<file path="src/hdl/truecolor_brightness_contrast_gamma_core_defines.svh">
// assertion macros shared by the adjustment core
`ifndef TRUECOLOR_BRIGHTNESS_CONTRAST_GAMMA_CORE_DEFINES_SVH
`define TRUECOLOR_BRIGHTNESS_CONTRAST_GAMMA_CORE_DEFINES_SVH

// same-cycle implication, clocked on i_clk, off during reset
`define TBCG_ASSERT_SAME(lbl, ante, cons, msg) \
    lbl: assert property (@(posedge i_clk) disable iff (!i_rst_n) (ante) |-> (cons)) \
        else $error(msg);

// next-cycle implication, clocked on i_clk, off during reset
`define TBCG_ASSERT_NEXT(lbl, ante, cons, msg) \
    lbl: assert property (@(posedge i_clk) disable iff (!i_rst_n) (ante) |=> (cons)) \
        else $error(msg);

`endif

</file>
<file path="src/hdl/tbcg_pkg.sv">
// types, constants and helper functions of the adjustment core
package tbcg_pkg;

    localparam int NUM_CHAN  = 3;
    localparam int CFG_IDX_W = 3;
    localparam int DIV_STEPS = 17;
    localparam int CNT_W     = 5;

    localparam logic [9:0]  NEUTRAL_PCT  = 10'd100;
    localparam logic [7:0]  BTERM_RST    = 8'd128;
    localparam logic [7:0]  CH_MAX       = 8'hFF;
    localparam logic [7:0]  CH_MIN       = 8'h00;
    localparam logic [8:0]  UPPER_RST    = 9'd255;
    localparam logic [23:0] LOWER_RST    = 24'd0;
    localparam logic [31:0] NARROW_MASK  = 32'h0000_FFFF;
    localparam logic [31:0] RED_RST      = 32'h00FF_0000;
    localparam logic [31:0] GREEN_RST    = 32'h0000_FF00;
    localparam logic [31:0] BLUE_RST     = 32'h0000_00FF;
    // ceil(2^24 / 100), exact for dividends below 199728
    localparam logic [17:0] RECIP_100    = 18'd167773;
    localparam int          RECIP_SHIFT  = 24;

    typedef enum logic [CFG_IDX_W-1:0] {
        REG_BRIGHTNESS,
        REG_CONTRAST,
        REG_GAMMA_EN,
        REG_RED_MASK,
        REG_GREEN_MASK,
        REG_BLUE_MASK,
        REG_WIDE
    } t_cfg_reg;

    typedef enum logic [1:0] {
        DIV_IDLE,
        DIV_RUN,
        DIV_DONE
    } t_div_state;

    typedef struct packed {
        logic [8:0]         upper;
        logic signed [23:0] lower;
    } t_bounds;

    typedef struct packed {
        logic [31:0] mask;
        logic [4:0]  off;
        logic        lim_neg;
        logic [4:0]  lim_amt;
    } t_chan_fmt;

    typedef struct packed {
        logic [9:0] contrast;
        logic [7:0] bterm;
        logic       gamma_en;
        logic       wide;
        t_bounds    bounds;
    } t_adj;

    typedef struct packed {
        logic ld_b;
        logic ld_c;
        logic ld_d;
    } t_stage_en;

    typedef struct packed {
        logic       we;
        logic [7:0] index;
        logic [7:0] value;
    } t_table_wr;

    function automatic logic [16:0] div100(input logic [16:0] x);
        logic [34:0] p;
        p = 35'(x) * 35'(RECIP_100);
        return 17'(p >> RECIP_SHIFT);
    endfunction

    function automatic logic [5:0] bit_index(input logic [32:0] x);
        logic [5:0] idx;
        idx = '0;
        for (int i = 0; i < 33; i++) begin
            if (x[i]) begin
                idx = idx | 6'(i);
            end
        end
        return idx;
    endfunction

    // offset of the lowest set bit, end of its run of ones, and the resulting 8-bit alignment
    function automatic t_chan_fmt fmt_of(input logic [31:0] m);
        logic [31:0]       iso;
        logic [32:0]       y;
        logic [32:0]       yiso;
        logic [5:0]        off6;
        logic [5:0]        rend;
        logic signed [6:0] lim;
        t_chan_fmt         f;
        iso  = m & (~m + 32'd1);
        off6 = bit_index({1'b0, iso});
        y    = {1'b0, m} + {1'b0, iso};
        yiso = y & (~y + 33'd1);
        rend = bit_index(yiso);
        lim  = 7'sd8 + $signed({1'b0, off6}) - $signed({1'b0, rend});
        f.mask    = m;
        f.off     = off6[4:0];
        f.lim_neg = lim[6];
        f.lim_amt = lim[6] ? 5'(-lim) : lim[4:0];
        return f;
    endfunction

endpackage

</file>
<file path="src/hdl/tbcg_lane.sv">
// one colour channel: unpack, scale, clip, gamma lookup and repack
module tbcg_lane (
    input  logic                i_clk,
    input  tbcg_pkg::t_stage_en i_en,
    input  tbcg_pkg::t_adj      i_adj,
    input  tbcg_pkg::t_chan_fmt i_fmt,
    input  logic [31:0]         i_pix,
    input  tbcg_pkg::t_table_wr i_twr,
    output logic [31:0]         o_part
);
    import tbcg_pkg::*;

    logic [7:0] r_gamma [256];

    logic signed [17:0] r_b_prod;
    logic               r_b_hi;
    logic               r_b_lo;
    logic [7:0]         r_c_q;
    logic               r_c_neg;
    logic               r_c_hi;
    logic               r_c_lo;
    logic [7:0]         r_d_r;
    logic [7:0]         r_d_g;

    logic [31:0]        w_sel;
    logic [31:0]        w_nar;
    logic [31:0]        w_wsh;
    logic [7:0]         w_v;
    logic signed [8:0]  w_diff;
    logic signed [17:0] w_prod;
    logic               w_hi;
    logic               w_lo;
    logic [16:0]        w_mag;
    logic [16:0]        w_q;
    logic [7:0]         w_adj;
    logic [7:0]         w_r;
    logic [7:0]         w_ch;
    logic [31:0]        w_rep;

    // stage b: unpack and scale
    always_comb begin
        w_sel  = (i_pix & i_fmt.mask) >> i_fmt.off;
        w_nar  = i_fmt.lim_neg ? (w_sel >> i_fmt.lim_amt) : (w_sel << i_fmt.lim_amt);
        w_wsh  = i_pix >> i_fmt.off;
        w_v    = i_adj.wide ? w_wsh[7:0] : w_nar[7:0];
        w_diff = $signed({1'b0, w_v}) - 9'sd128;
        w_prod = $signed({8'b0, i_adj.contrast}) * 18'(w_diff);
        w_hi   = {1'b0, w_v} > i_adj.bounds.upper;
        w_lo   = $signed({16'b0, w_v}) < i_adj.bounds.lower;
    end

    // stage c: truncating divide by 100
    always_comb begin
        w_mag = r_b_prod[17] ? 17'(-r_b_prod) : r_b_prod[16:0];
        w_q   = div100(w_mag);
    end

    // stage d: offset, clip, table address
    always_comb begin
        w_adj = (r_c_neg ? 8'(-r_c_q) : r_c_q) + i_adj.bterm;
        if (r_c_hi) begin
            w_r = CH_MAX;
        end else if (r_c_lo) begin
            w_r = CH_MIN;
        end else begin
            w_r = w_adj;
        end
    end

    always_ff @(posedge i_clk) begin
        if (i_en.ld_b) begin
            r_b_prod <= w_prod;
            r_b_hi   <= w_hi;
            r_b_lo   <= w_lo;
        end
        if (i_en.ld_c) begin
            r_c_q   <= w_q[7:0];
            r_c_neg <= r_b_prod[17];
            r_c_hi  <= r_b_hi;
            r_c_lo  <= r_b_lo;
        end
    end

    always_ff @(posedge i_clk) begin
        if (i_en.ld_d) begin
            r_d_r <= w_r;
            r_d_g <= r_gamma[w_r];
            if (i_twr.we) begin
                r_gamma[i_twr.index] <= i_twr.value;
            end
        end
    end

    // repack into the pixel format
    always_comb begin
        w_ch   = i_adj.gamma_en ? r_d_g : r_d_r;
        w_rep  = i_fmt.lim_neg ? (32'(w_ch) << i_fmt.lim_amt) : (32'(w_ch) >> i_fmt.lim_amt);
        o_part = (i_adj.wide ? 32'(w_ch) : w_rep) << i_fmt.off;
    end

endmodule

</file>
<file path="config.mk">
export PLATFORM = sky130hd
export DESIGN_NAME = tbcg_lane
export DESIGN_NICKNAME = d
export VERILOG_FILES = /design/src/hdl/truecolor_brightness_contrast_gamma_core_defines.svh /design/src/hdl/tbcg_pkg.sv /design/src/hdl/tbcg_lane.sv
export SDC_FILE = /design/constraint.sdc
export NUM_CORES = 2
export LEC_CHECK = 0
export BUFFER_PORTS_ARGS = -buffer_cell sky130_fd_sc_hd__buf_4
export CORE_MARGIN = 5
export CORE_UTILIZATION = 45
export CTS_BUF_LIST = sky130_fd_sc_hd__clkbuf_4 sky130_fd_sc_hd__clkbuf_8
export DETAILED_ROUTE_END_ITERATION = 8
export GPL_ROUTABILITY_DRIVEN = 0
export SYNTH_ARGS = -nofsm -noshare
export SYNTH_HDL_FRONTEND = slang
export SYNTH_SLANG_ARGS = --single-unit
</file>
<file path="constraint.sdc">
create_clock -name i_clk -period 11.7 [get_ports i_clk]
set_clock_uncertainty 0.05 [all_clocks]
set_input_delay 1.17 -clock i_clk [delete_from_list [all_inputs] [get_ports i_clk]]
set_output_delay 1.17 -clock i_clk [all_outputs]
set_load 0.02 [all_outputs]
</file>
==> metrics <==
Layout area overhead=10.4%; final wirelength=281,000 um; Yosys cell types=86; Period minus WS final=9690 ps; Synth Flop Type=edfxtp_1; Slew @ Worst Pin=1210 ps; Worst R2R End=r_c_q[7]; initial antenna violation count=16; Finished Core Util=50.0%; GR met3 Demand/Resource=4.23%; Initial Utilization=45.3%; share of cells above drive strength 1=14.0%; syn_area_per_cell=13.2 um^2; synth warn=0; first-pass GRT wire length=420,000 um; chip width=480 um; initial drt markers=7,400; setup bufs post-CTS=0; residual antenna-violating net count after detailed routing=0; Pre-antenna DRT Iters=8; Post-Syn Instances=7,531; Netlist Area Pre-Place=99,400 um^2; Synth Area in Compound Gates=10.1%; gr ovfl total=0; status=finished with violations; largest net degree at the start of global routing=182; Setup crit start=i_fmt[8]; Crit path required time=12,350 ps; clk slew on worst S/H paths=70 ps; number of buffers created by CTS=353; post-synthesis simple-gate area fraction=10.3%; worst reg-to-reg setup slack=2740 ps; max-slew violation count=0; dpl hpwl=170,000 um; commonest non-fill, non-tap cell in the layout=edfxtp_1; filler instances=19,000; Setup TNS=0 ps; Bufs on Longest Clock Path=4; fmax=0.103 GHz; most frequent cells in the layout=edfxtp_1 (2,095), nand2_1 (1,102), nand3_1 (454); CTS tree=built; top-area cell type share of the netlist area=63.3%; clock tree sinks=2,095; num rows=172; wire length per cell=26.1 um; Register-to-Register Path Depth=27; DP Area=103,000 um^2; Net count, final=8,120; Crit path arrival time=10,340 ps; fin crit share=82.8%; final hold vios=0; worst r2r src=r_b_prod[0]; Async SR Flop Fraction=0%; Clock Latency Late Sink=1080 ps; Worst Setup Start Kind=primary input; die footprint=230,000 um^2; RSZ-0062 raised after global routing=no; area leader, netlist=edfxtp_1; vias per cell=6.08; # IOs=181; Most Crowded Layer GR=met2; gr usage total=23.8%; Post-synth EDFFs=2,095; max-cap violations=0; CTS HTree Levels=5; crit path max fanout=55; clock tree root buffer cell=clkbuf_8; Final setup viols=0; Die Y-Extent=480 um; design area=110,000 um^2; DR vias=65,700; failing checks=design-rule violations; worst setup path class=in -> reg; slew margin rel.=19.2%; routing usage on met1=33.1%; Syn Nets=8,047; largest family of logic cells by synthesized area=simple AND/OR/NAND/NOR gates; vias in the first global route=64,500; core area=220,000 um^2; DRC violations left=2; post-synthesis mux area share=6.62%; worst hold-check path type=reg -> reg; Synth Register Bits=2,095; post-cts sizing count=0; post-synthesis xor/xnor area fraction=0.440%; CP Capture Type=flop; dominant cells by area after synthesis=edfxtp_1 (63%), mux4_2 (4.3%), nand2_1 (4.2%); # port buffers=180; cts-stage hold buffer count=0; Synth Area in Adders=5.89%; Worst Setup EP=r_b_prod[17]; post-synthesis sequential area ratio=63.3%; met2 usage=37.9%
## logic make-up (layout without fill, tap and decap cells)
logic type | after synthesis | in the layout
buffers and inverters | 880 | 1181
muxes | 408 | 408
AOI/OAI and AO/OA | 1409 | 1409
and+or+nand+nor | 2322 | 2322
DFF | 2095 | 2095
other | 0 | 8
adders and majority gates | 367 | 367
xor gates and xnor gates | 50 | 50
## synth_stat cells (all sizes together), types with 23 or more instances
library cell,number
a31oi,157
xnor2,39
mux4,193
o22ai,215
and3,99
a311oi,32
inv,326
fa,168
nor2,414
and2,65
a21oi,75
edfxtp,2095
a21o,25
buf,142
o21a,52
mux2,67
o21ai,243
o221ai,351
nand3,458
a21boi,23
clkbuf,410
mux2i,148
a2111oi,23
ha,199
nor3,44
nand2,1102
o211ai,34
## registers in the layout, indices dropped and copies added, names as in the netlist
signal,flops
r_b_lo,1
r_c_lo,1
r_d_g,8
r_d_r,8
r_gamma,2048
r_c_neg,1
r_c_q,8
r_b_hi,1
r_b_prod,18
r_c_hi,1
## worst max-delay path, cell delays in order
cell and delay (ps):
buf_4 310, inv_2 730, mux4_1 520, o21ai_1 550
mux4_2 390, a32oi_1 90, mux2_2 320, a221o_1 360
a211oi_2 850, nand2_1 160, fa_1 510, inv_1 50
fa_1 480, fa_1 500, fa_1 500, inv_1 50
fa_1 500, inv_1 50, ha_1 310, a21oi_1 120
o21a_1 190, nor3_1 360, a211oi_1 190, o21a_1 250
or2_2 290, a2111oi_0 380, nor4_1 90
## metal layers
metal / vias to the layer above / share of wire, %
li1: 29000 / -
met1: 33200 / 42
met2: 2876 / 47
met3: 565 / 7.7
met4: 6 / 3.5
met5: - / 0.016
## worst min path at each step
stage / depth (start not counted) / slack, ps / end / startpoint
floorplan: 0 / 350 / r_c_hi / r_b_hi
global route: 0 / 390 / r_c_lo / r_b_lo
global placement: 0 / 370 / r_c_lo / r_b_lo
finish: 0 / 380 / r_c_lo / r_b_lo
CTS: 1 / 360 / r_c_q[0] / i_en[1]
detailed placement: 0 / 370 / r_c_lo / r_b_lo
## area by class of cell
class	instances	area, um^2	area share (%)
Antenna cell	8	20.0	0.0182
Clock buffer	491	5940	5.41
Clock inverter	92	510	0.465
Inverter	328	1250	1.14
Multi-Input combinational cell	4556	33200	30.2
Sequential cell	2095	62900	57.3
Tap cell	2958	3700	3.37
Timing Repair Buffer	270	2240	2.04
## per-stage QoR
step / cells / setup slack [ps] / hold WS [ps]
finish: 10800 / 2010 / 382
global route: 10800 / 1590 / 393
CTS: 10800 / 2280 / 357
detailed placement: 10200 / 1190 / 374
global placement: 10200 / 1220 / 375
floorplan: 7531 / 3110 / 350
Power is left out: the tool's default activity adds up to more than one toggle a clock period on the data nets, which glitch-free logic cannot reach.
