<file path="config.mk">
export PLATFORM = sky130hd
export DESIGN_NAME = tbcg_bounds
export DESIGN_NICKNAME = d
export VERILOG_FILES = /design/src/hdl/tbcg_pkg.sv /design/src/hdl/tbcg_bounds.sv
export VERILOG_INCLUDE_DIRS = /design/src /design/src/hdl
export SDC_FILE = /design/constraint.sdc
export NUM_CORES = 1
export LEC_CHECK = 0
export BUFFER_PORTS_ARGS = -buffer_cell sky130_fd_sc_hd__buf_2
export CORE_AREA = 4 4 118 120
export DETAILED_ROUTE_END_ITERATION = 12
export DIE_AREA = 0 0 122 124
export SLEW_MARGIN = 30
export SYNTH_ARGS = -nofsm -noshare
export SYNTH_HDL_FRONTEND = slang
export SYNTH_SLANG_ARGS = --single-unit
</file>
<file path="constraint.sdc">
create_clock -name i_clk -period 3.4 [get_ports i_clk]
set_input_delay 0.34 -clock i_clk [delete_from_list [all_inputs] [get_ports i_clk]]
set_output_delay 0.34 -clock i_clk [all_outputs]
set_load 0.02 [all_outputs]
</file>
<file path="src/hdl/truecolor_brightness_contrast_gamma_core_defines.svh">
// assertion macros shared by the adjustment core
`ifndef TRUECOLOR_BRIGHTNESS_CONTRAST_GAMMA_CORE_DEFINES_SVH
`define TRUECOLOR_BRIGHTNESS_CONTRAST_GAMMA_CORE_DEFINES_SVH

// same-cycle implication, clocked on i_clk, off during reset
`define TBCG_ASSERT_SAME(lbl, ante, cons, msg) \
    lbl: assert property (@(posedge i_clk) disable iff (!i_rst_n) (ante) |-> (cons)) \
        else $error(msg);

// next-cycle implication, clocked on i_clk, off during reset
`define TBCG_ASSERT_NEXT(lbl, ante, cons, msg) \
    lbl: assert property (@(posedge i_clk) disable iff (!i_rst_n) (ante) |=> (cons)) \
        else $error(msg);

`endif

</file>
<file path="src/hdl/tbcg_pkg.sv">
// types, constants and helper functions of the adjustment core
package tbcg_pkg;

    localparam int NUM_CHAN  = 3;
    localparam int CFG_IDX_W = 3;
    localparam int DIV_STEPS = 17;
    localparam int CNT_W     = 5;

    localparam logic [9:0]  NEUTRAL_PCT  = 10'd100;
    localparam logic [7:0]  BTERM_RST    = 8'd128;
    localparam logic [7:0]  CH_MAX       = 8'hFF;
    localparam logic [7:0]  CH_MIN       = 8'h00;
    localparam logic [8:0]  UPPER_RST    = 9'd255;
    localparam logic [23:0] LOWER_RST    = 24'd0;
    localparam logic [31:0] NARROW_MASK  = 32'h0000_FFFF;
    localparam logic [31:0] RED_RST      = 32'h00FF_0000;
    localparam logic [31:0] GREEN_RST    = 32'h0000_FF00;
    localparam logic [31:0] BLUE_RST     = 32'h0000_00FF;
    // ceil(2^24 / 100), exact for dividends below 199728
    localparam logic [17:0] RECIP_100    = 18'd167773;
    localparam int          RECIP_SHIFT  = 24;

    typedef enum logic [CFG_IDX_W-1:0] {
        REG_BRIGHTNESS,
        REG_CONTRAST,
        REG_GAMMA_EN,
        REG_RED_MASK,
        REG_GREEN_MASK,
        REG_BLUE_MASK,
        REG_WIDE
    } t_cfg_reg;

    typedef enum logic [1:0] {
        DIV_IDLE,
        DIV_RUN,
        DIV_DONE
    } t_div_state;

    typedef struct packed {
        logic [8:0]         upper;
        logic signed [23:0] lower;
    } t_bounds;

    typedef struct packed {
        logic [31:0] mask;
        logic [4:0]  off;
        logic        lim_neg;
        logic [4:0]  lim_amt;
    } t_chan_fmt;

    typedef struct packed {
        logic [9:0] contrast;
        logic [7:0] bterm;
        logic       gamma_en;
        logic       wide;
        t_bounds    bounds;
    } t_adj;

    typedef struct packed {
        logic ld_b;
        logic ld_c;
        logic ld_d;
    } t_stage_en;

    typedef struct packed {
        logic       we;
        logic [7:0] index;
        logic [7:0] value;
    } t_table_wr;

    function automatic logic [16:0] div100(input logic [16:0] x);
        logic [34:0] p;
        p = 35'(x) * 35'(RECIP_100);
        return 17'(p >> RECIP_SHIFT);
    endfunction

    function automatic logic [5:0] bit_index(input logic [32:0] x);
        logic [5:0] idx;
        idx = '0;
        for (int i = 0; i < 33; i++) begin
            if (x[i]) begin
                idx = idx | 6'(i);
            end
        end
        return idx;
    endfunction

    // offset of the lowest set bit, end of its run of ones, and the resulting 8-bit alignment
    function automatic t_chan_fmt fmt_of(input logic [31:0] m);
        logic [31:0]       iso;
        logic [32:0]       y;
        logic [32:0]       yiso;
        logic [5:0]        off6;
        logic [5:0]        rend;
        logic signed [6:0] lim;
        t_chan_fmt         f;
        iso  = m & (~m + 32'd1);
        off6 = bit_index({1'b0, iso});
        y    = {1'b0, m} + {1'b0, iso};
        yiso = y & (~y + 33'd1);
        rend = bit_index(yiso);
        lim  = 7'sd8 + $signed({1'b0, off6}) - $signed({1'b0, rend});
        f.mask    = m;
        f.off     = off6[4:0];
        f.lim_neg = lim[6];
        f.lim_amt = lim[6] ? 5'(-lim) : lim[4:0];
        return f;
    endfunction

endpackage

</file>
<file path="src/hdl/tbcg_bounds.sv">
// serial divider that derives the clipping bounds from brightness and contrast
`include "truecolor_brightness_contrast_gamma_core_defines.svh"

module tbcg_bounds (
    input  logic              i_clk,
    input  logic              i_rst_n,
    input  logic              i_start,
    input  logic [9:0]        i_brightness,
    input  logic [9:0]        i_contrast,
    output logic              o_busy,
    output tbcg_pkg::t_bounds o_bounds
);
    import tbcg_pkg::*;

    t_div_state r_state;
    t_div_state n_state;

    logic             w_load;
    logic             w_step;
    logic             w_finish;

    logic [CNT_W-1:0] r_cnt;
    logic [9:0]       r_div;
    logic [9:0]       r_rem1;
    logic [9:0]       r_rem2;
    logic [16:0]      r_quo1;
    logic [16:0]      r_quo2;
    logic             r_neg1;
    t_bounds          r_bounds;

    logic [16:0]        w_b128;
    logic signed [18:0] w_num1;
    logic [10:0]        w_trial1;
    logic [10:0]        w_trial2;
    logic               w_bit1;
    logic               w_bit2;
    logic signed [18:0] w_up;
    t_bounds            n_bounds;

    always_comb begin
        n_state = r_state;
        case (r_state)
            DIV_IDLE: begin
                if (i_start) begin
                    n_state = DIV_RUN;
                end
            end
            DIV_RUN: begin
                if (r_cnt == CNT_W'(DIV_STEPS - 1)) begin
                    n_state = DIV_DONE;
                end
            end
            DIV_DONE: n_state = DIV_IDLE;
            default:  n_state = DIV_IDLE;
        endcase
    end

    always_comb begin
        w_load   = 1'b0;
        w_step   = 1'b0;
        w_finish = 1'b0;
        o_busy   = 1'b1;
        case (r_state)
            DIV_IDLE: begin
                w_load = i_start;
                o_busy = 1'b0;
            end
            DIV_RUN:  w_step = 1'b1;
            DIV_DONE: w_finish = 1'b1;
            default:  o_busy = 1'b1;
        endcase
    end

    always_comb begin
        w_b128   = {i_brightness, 7'b0};
        w_num1   = $signed(19'd25600) - $signed({2'b0, w_b128});
        w_trial1 = {r_rem1, r_quo1[16]};
        w_trial2 = {r_rem2, r_quo2[16]};
        w_bit1   = w_trial1 >= {1'b0, r_div};
        w_bit2   = w_trial2 >= {1'b0, r_div};
        w_up     = r_neg1 ? ($signed(19'd128) - $signed({2'b0, r_quo1}))
                          : ($signed(19'd128) + $signed({2'b0, r_quo1}));
        if (r_div == '0) begin
            n_bounds.upper = UPPER_RST;
            n_bounds.lower = LOWER_RST;
        end else begin
            if (w_up > $signed(19'd255)) begin
                n_bounds.upper = UPPER_RST;
            end else if (w_up < $signed(19'd0)) begin
                n_bounds.upper = '0;
            end else begin
                n_bounds.upper = w_up[8:0];
            end
            n_bounds.lower = $signed(24'd128) - $signed({7'b0, r_quo2});
        end
    end

    always_ff @(posedge i_clk) begin
        if (!i_rst_n) begin
            r_state  <= DIV_IDLE;
            r_bounds <= '{upper: UPPER_RST, lower: LOWER_RST};
        end else begin
            r_state <= n_state;
            if (w_finish) begin
                r_bounds <= n_bounds;
            end
        end
    end

    always_ff @(posedge i_clk) begin
        if (w_load) begin
            r_cnt  <= '0;
            r_div  <= i_contrast;
            r_rem1 <= '0;
            r_rem2 <= '0;
            r_neg1 <= w_num1 < 0;
            r_quo1 <= (w_num1 < 0) ? 17'(-w_num1) : w_num1[16:0];
            r_quo2 <= w_b128;
        end else if (w_step) begin
            r_cnt  <= r_cnt + CNT_W'(1);
            r_rem1 <= w_bit1 ? 10'(w_trial1 - {1'b0, r_div}) : w_trial1[9:0];
            r_rem2 <= w_bit2 ? 10'(w_trial2 - {1'b0, r_div}) : w_trial2[9:0];
            r_quo1 <= {r_quo1[15:0], w_bit1};
            r_quo2 <= {r_quo2[15:0], w_bit2};
        end
    end

    assign o_bounds = r_bounds;

    `TBCG_ASSERT_SAME(a_start_when_idle, i_start, r_state == DIV_IDLE, "bounds restart while busy")
    `TBCG_ASSERT_NEXT(a_run_ends, r_state == DIV_RUN && r_cnt == CNT_W'(DIV_STEPS - 1), r_state == DIV_DONE, "divider overran its step count")
    `TBCG_ASSERT_NEXT(a_zero_contrast, r_state == DIV_DONE && r_div == '0, o_bounds.upper == UPPER_RST && o_bounds.lower == LOWER_RST, "zero contrast bounds not neutral")

endmodule

</file>
==> metrics <==
run status=finished, final reports clean; I/O Buffers=56; Final setup violation count=0; DP HPWL=slightly above 10,000 um; Unique masters post-synth=between 60 and 70; CTS H-Tree Depth=3; Die X=122 um; cell taking the most area after synthesis=dfxtp_1; Mapped Area=0.00594 mm2; TritonCTS clock tree=done; syn_nets=712; Cells after Synth=659; DRC viols=0; RSZ-0062 raised after global routing=false; max-capacitance violation count=0; remaining global-route overflow=0; Detailed Route WL=14,000 um; VDD IR max=0.000320 V; quantity of hold-fixing buffers added after cts=0; main flop type after synthesis=dfxtp_1; mux contribution to synthesized area=3.33%; count of final hold-check violations=0; largest family of logic cells by synthesized area=compound AO/OA/AOI/OAI gates; core area=0.0130 mm2; Area Growth Syn to Fin=12.8%; drt pass-1 iters=5; Worst Path Arrival=2980 ps; setup TNS=0 ps; Slew Viols, Final=0; CP max stage cell=or3b_2; Synthesis Warnings=0; Clock Root Buffer=clkbuf_16; Routed Antenna Nets=0; mean area per synthesized cell=9.02 um2; number of gates resized after cts=0; Crit. End Element=flip-flop; Clock Skew=7.36 ps; Seq/Total Area, Yosys=39.7%; initial drt markers=between 200 and 300; initial core utilization=about 46%; PD cells=roughly 570 mW/mm2; top post-synthesis cells by area=dfxtp_1 21%, edfxtp_1 19%, ha_1 5.9%; crit path buf inv count=1; floorplan row count=42; first-pass GRT wire length=22,700 um; chip height=124 um; Worst EP required=between 3000 and 4000 ps; clock latency on the worst-skew pair=approximately 350 ps; die area=around 0.015 mm2; Post-synth ARST share=0%; P_leak=2.74 nW; hold crit path type=in2reg; fin nets=between 700 and 800; RePlAce Congestion=0.804; WL/cell=15.8 um; slew at the pin closest to its max-slew limit=between 700 and 800 ps; I/O pins=57; post-synthesis compound-gate area fraction=19.4%; headroom to the max-slew limit=52.4%; area share of fa/ha/maj cells after synthesis=6.57%; pin count of the biggest net entering global routing=40; vias per cell=5.59; initial antenna violation count=2; CP top delay family=simple AND/OR/NAND/NOR gates; TritonCTS Buffers=9; CTS Sinks=99; Synth top area share=20.5%; slowest stage delay, CP=roughly 500 ps; Max clock buf depth=2; crit start category=flip-flop; Total Routing Usage GR=18.9%; minimum clock period=2750 ps; synthesized flop and latch total=just under 100; crit-path cells=inv_1 > ha_1 > or3b_2 > or4_1 > nor3b_1 > o32ai_1 > nand4_1 > nor3_4 > a22oi_2; Antenna diodes=0; CP Launch Point=r_quo1[0]; crit path kind=reg2reg; fin crit share=81.0%; ratio of cells with drive above 1 in the final layout=15.1%; Vias=4,936; crit-path max FO=8; vias in the first global route=4,612; fmax=between 300 and 400 MHz; hold path start=i_contrast[6]; R2R Path Start=r_quo1[0]; # Post-CTS Setup Buffers=0; xor/xnor cell area share of the yosys netlist=7.07%; Final Hold Slack=161 ps; Synth Area in Simple Gates=a little under a fifth; clk slew on worst S/H paths=around 70 ps; Post-synth EDFFs=38
where the power goes:
part           total [mW]  internal, mW  switching (mW)  leakage [nW]
Clock                1.10         0.647           0.455         0.151
Combinational        1.14         0.507           0.636          1.72
Sequential           1.55          1.39           0.156         0.870
synthesized netlist by cell type, types with 5 or more instances:
| library cell | number |
|---|---|
| nor3_1 | 10 |
| xnor2_1 | 27 |
| edfxtp_1 | 38 |
| nand2b_1 | 8 |
| nand4_1 | 11 |
| o21ai_0 | 43 |
| dfxtp_1 | 61 |
| a21boi_0 | 7 |
| buf_4 | 6 |
| clkbuf_1 | 24 |
| a31oi_1 | 6 |
| nand2_1 | 64 |
| mux2i_1 | 13 |
| a21o_1 | 8 |
| a22oi_1 | 14 |
| xor2_1 | 21 |
| nor4_1 | 12 |
| or2_2 | 5 |
| nor2_1 | 46 |
| a22o_1 | 10 |
| inv_1 | 32 |
| nor2b_1 | 22 |
| or4_1 | 9 |
| a21oi_1 | 32 |
| ha_1 | 28 |
| nand3_1 | 17 |
| o31ai_1 | 8 |
| mux2_2 | 6 |
through the flow:
step                      instances  setup slack, ps  instance area [um2]  utilization (%)  total power [mW]
after global routing            883              457                 6710             51.7              4.04
after detailed placement        867              665                 6390             49.2              2.71
after global placement          867              731                 6390             49.2              2.68
after CTS                       883              656                 6710             51.7              3.83
final                           883              646                 6710             51.7              3.79
after floorplan                 659              898                 5940                -              2.42
sequential cells by signal (all words and copies together), names as in the netlist:
name	count
r_cnt	5
r_rem2	10
r_state	2
r_div	10
r_quo2	17
r_rem1	10
r_quo1	17
r_neg1	1
o_bounds	27
worst paths after layout:
kind	slack (ps)	end	cells past startpoint
worst max-delay path	650	o_bounds[26]	9
worst max register to register	650	o_bounds[26]	9
worst min-delay path	160	r_div[6]	1
worst min register to register	460	o_bounds[16]	2
area by class of cell:
| type | instances | area [um2] |
|---|---|---|
| clock buffers | 10 | 229 |
| clock inverters | 6 | 88.8 |
| fillers | 1227 | 6270 |
| inverters | 32 | 120 |
| multi-input cells | 491 | 3310 |
| flip-flops and latches | 99 | 2360 |
| well taps | 176 | 220 |
| repair buffers | 69 | 378 |
placed cells by master, fill, tap and decap left out, drive strengths merged, types with 4 or more instances in the layout:
cell type / n
a21boi: 7
a21o: 8
a21oi: 32
a22o: 10
a22oi: 15
a31oi: 6
buf: 69
clkbuf: 10
dfxtp: 61
edfxtp: 38
ha: 28
inv: 33
mux2: 6
mux2i: 13
nand2: 64
nand2b: 8
nand3: 17
nand4: 11
nor2: 46
nor2b: 22
nor3: 11
nor4: 12
o2111ai: 5
o21a: 4
o21ai: 44
o221ai: 4
o22ai: 4
o311ai: 4
o31ai: 9
or2: 5
or4: 11
xnor2: 27
xor2: 21
kinds of logic after synthesis:
kind of cell,count (synthesis)
AND/OR/NAND/NOR,223
AO/OA/AOI/OAI,171
flip-flops,99
buffers and inverters,69
XOR/XNOR,48
adder cells (fa/ha/maj),30
multiplexers,19
routing by layer:
metal,part of all wire (%),wire [um],vias up,global-route usage [%]
met3,4.5,631,15,3.22
li1,-,-,2486,-
met5,0.13,18,-,0
met1,47,6540,2339,25.0
met2,47,6560,92,31.4
met4,1.7,233,4,6.86
Note: power is estimated with default switching activity, not from simulation.
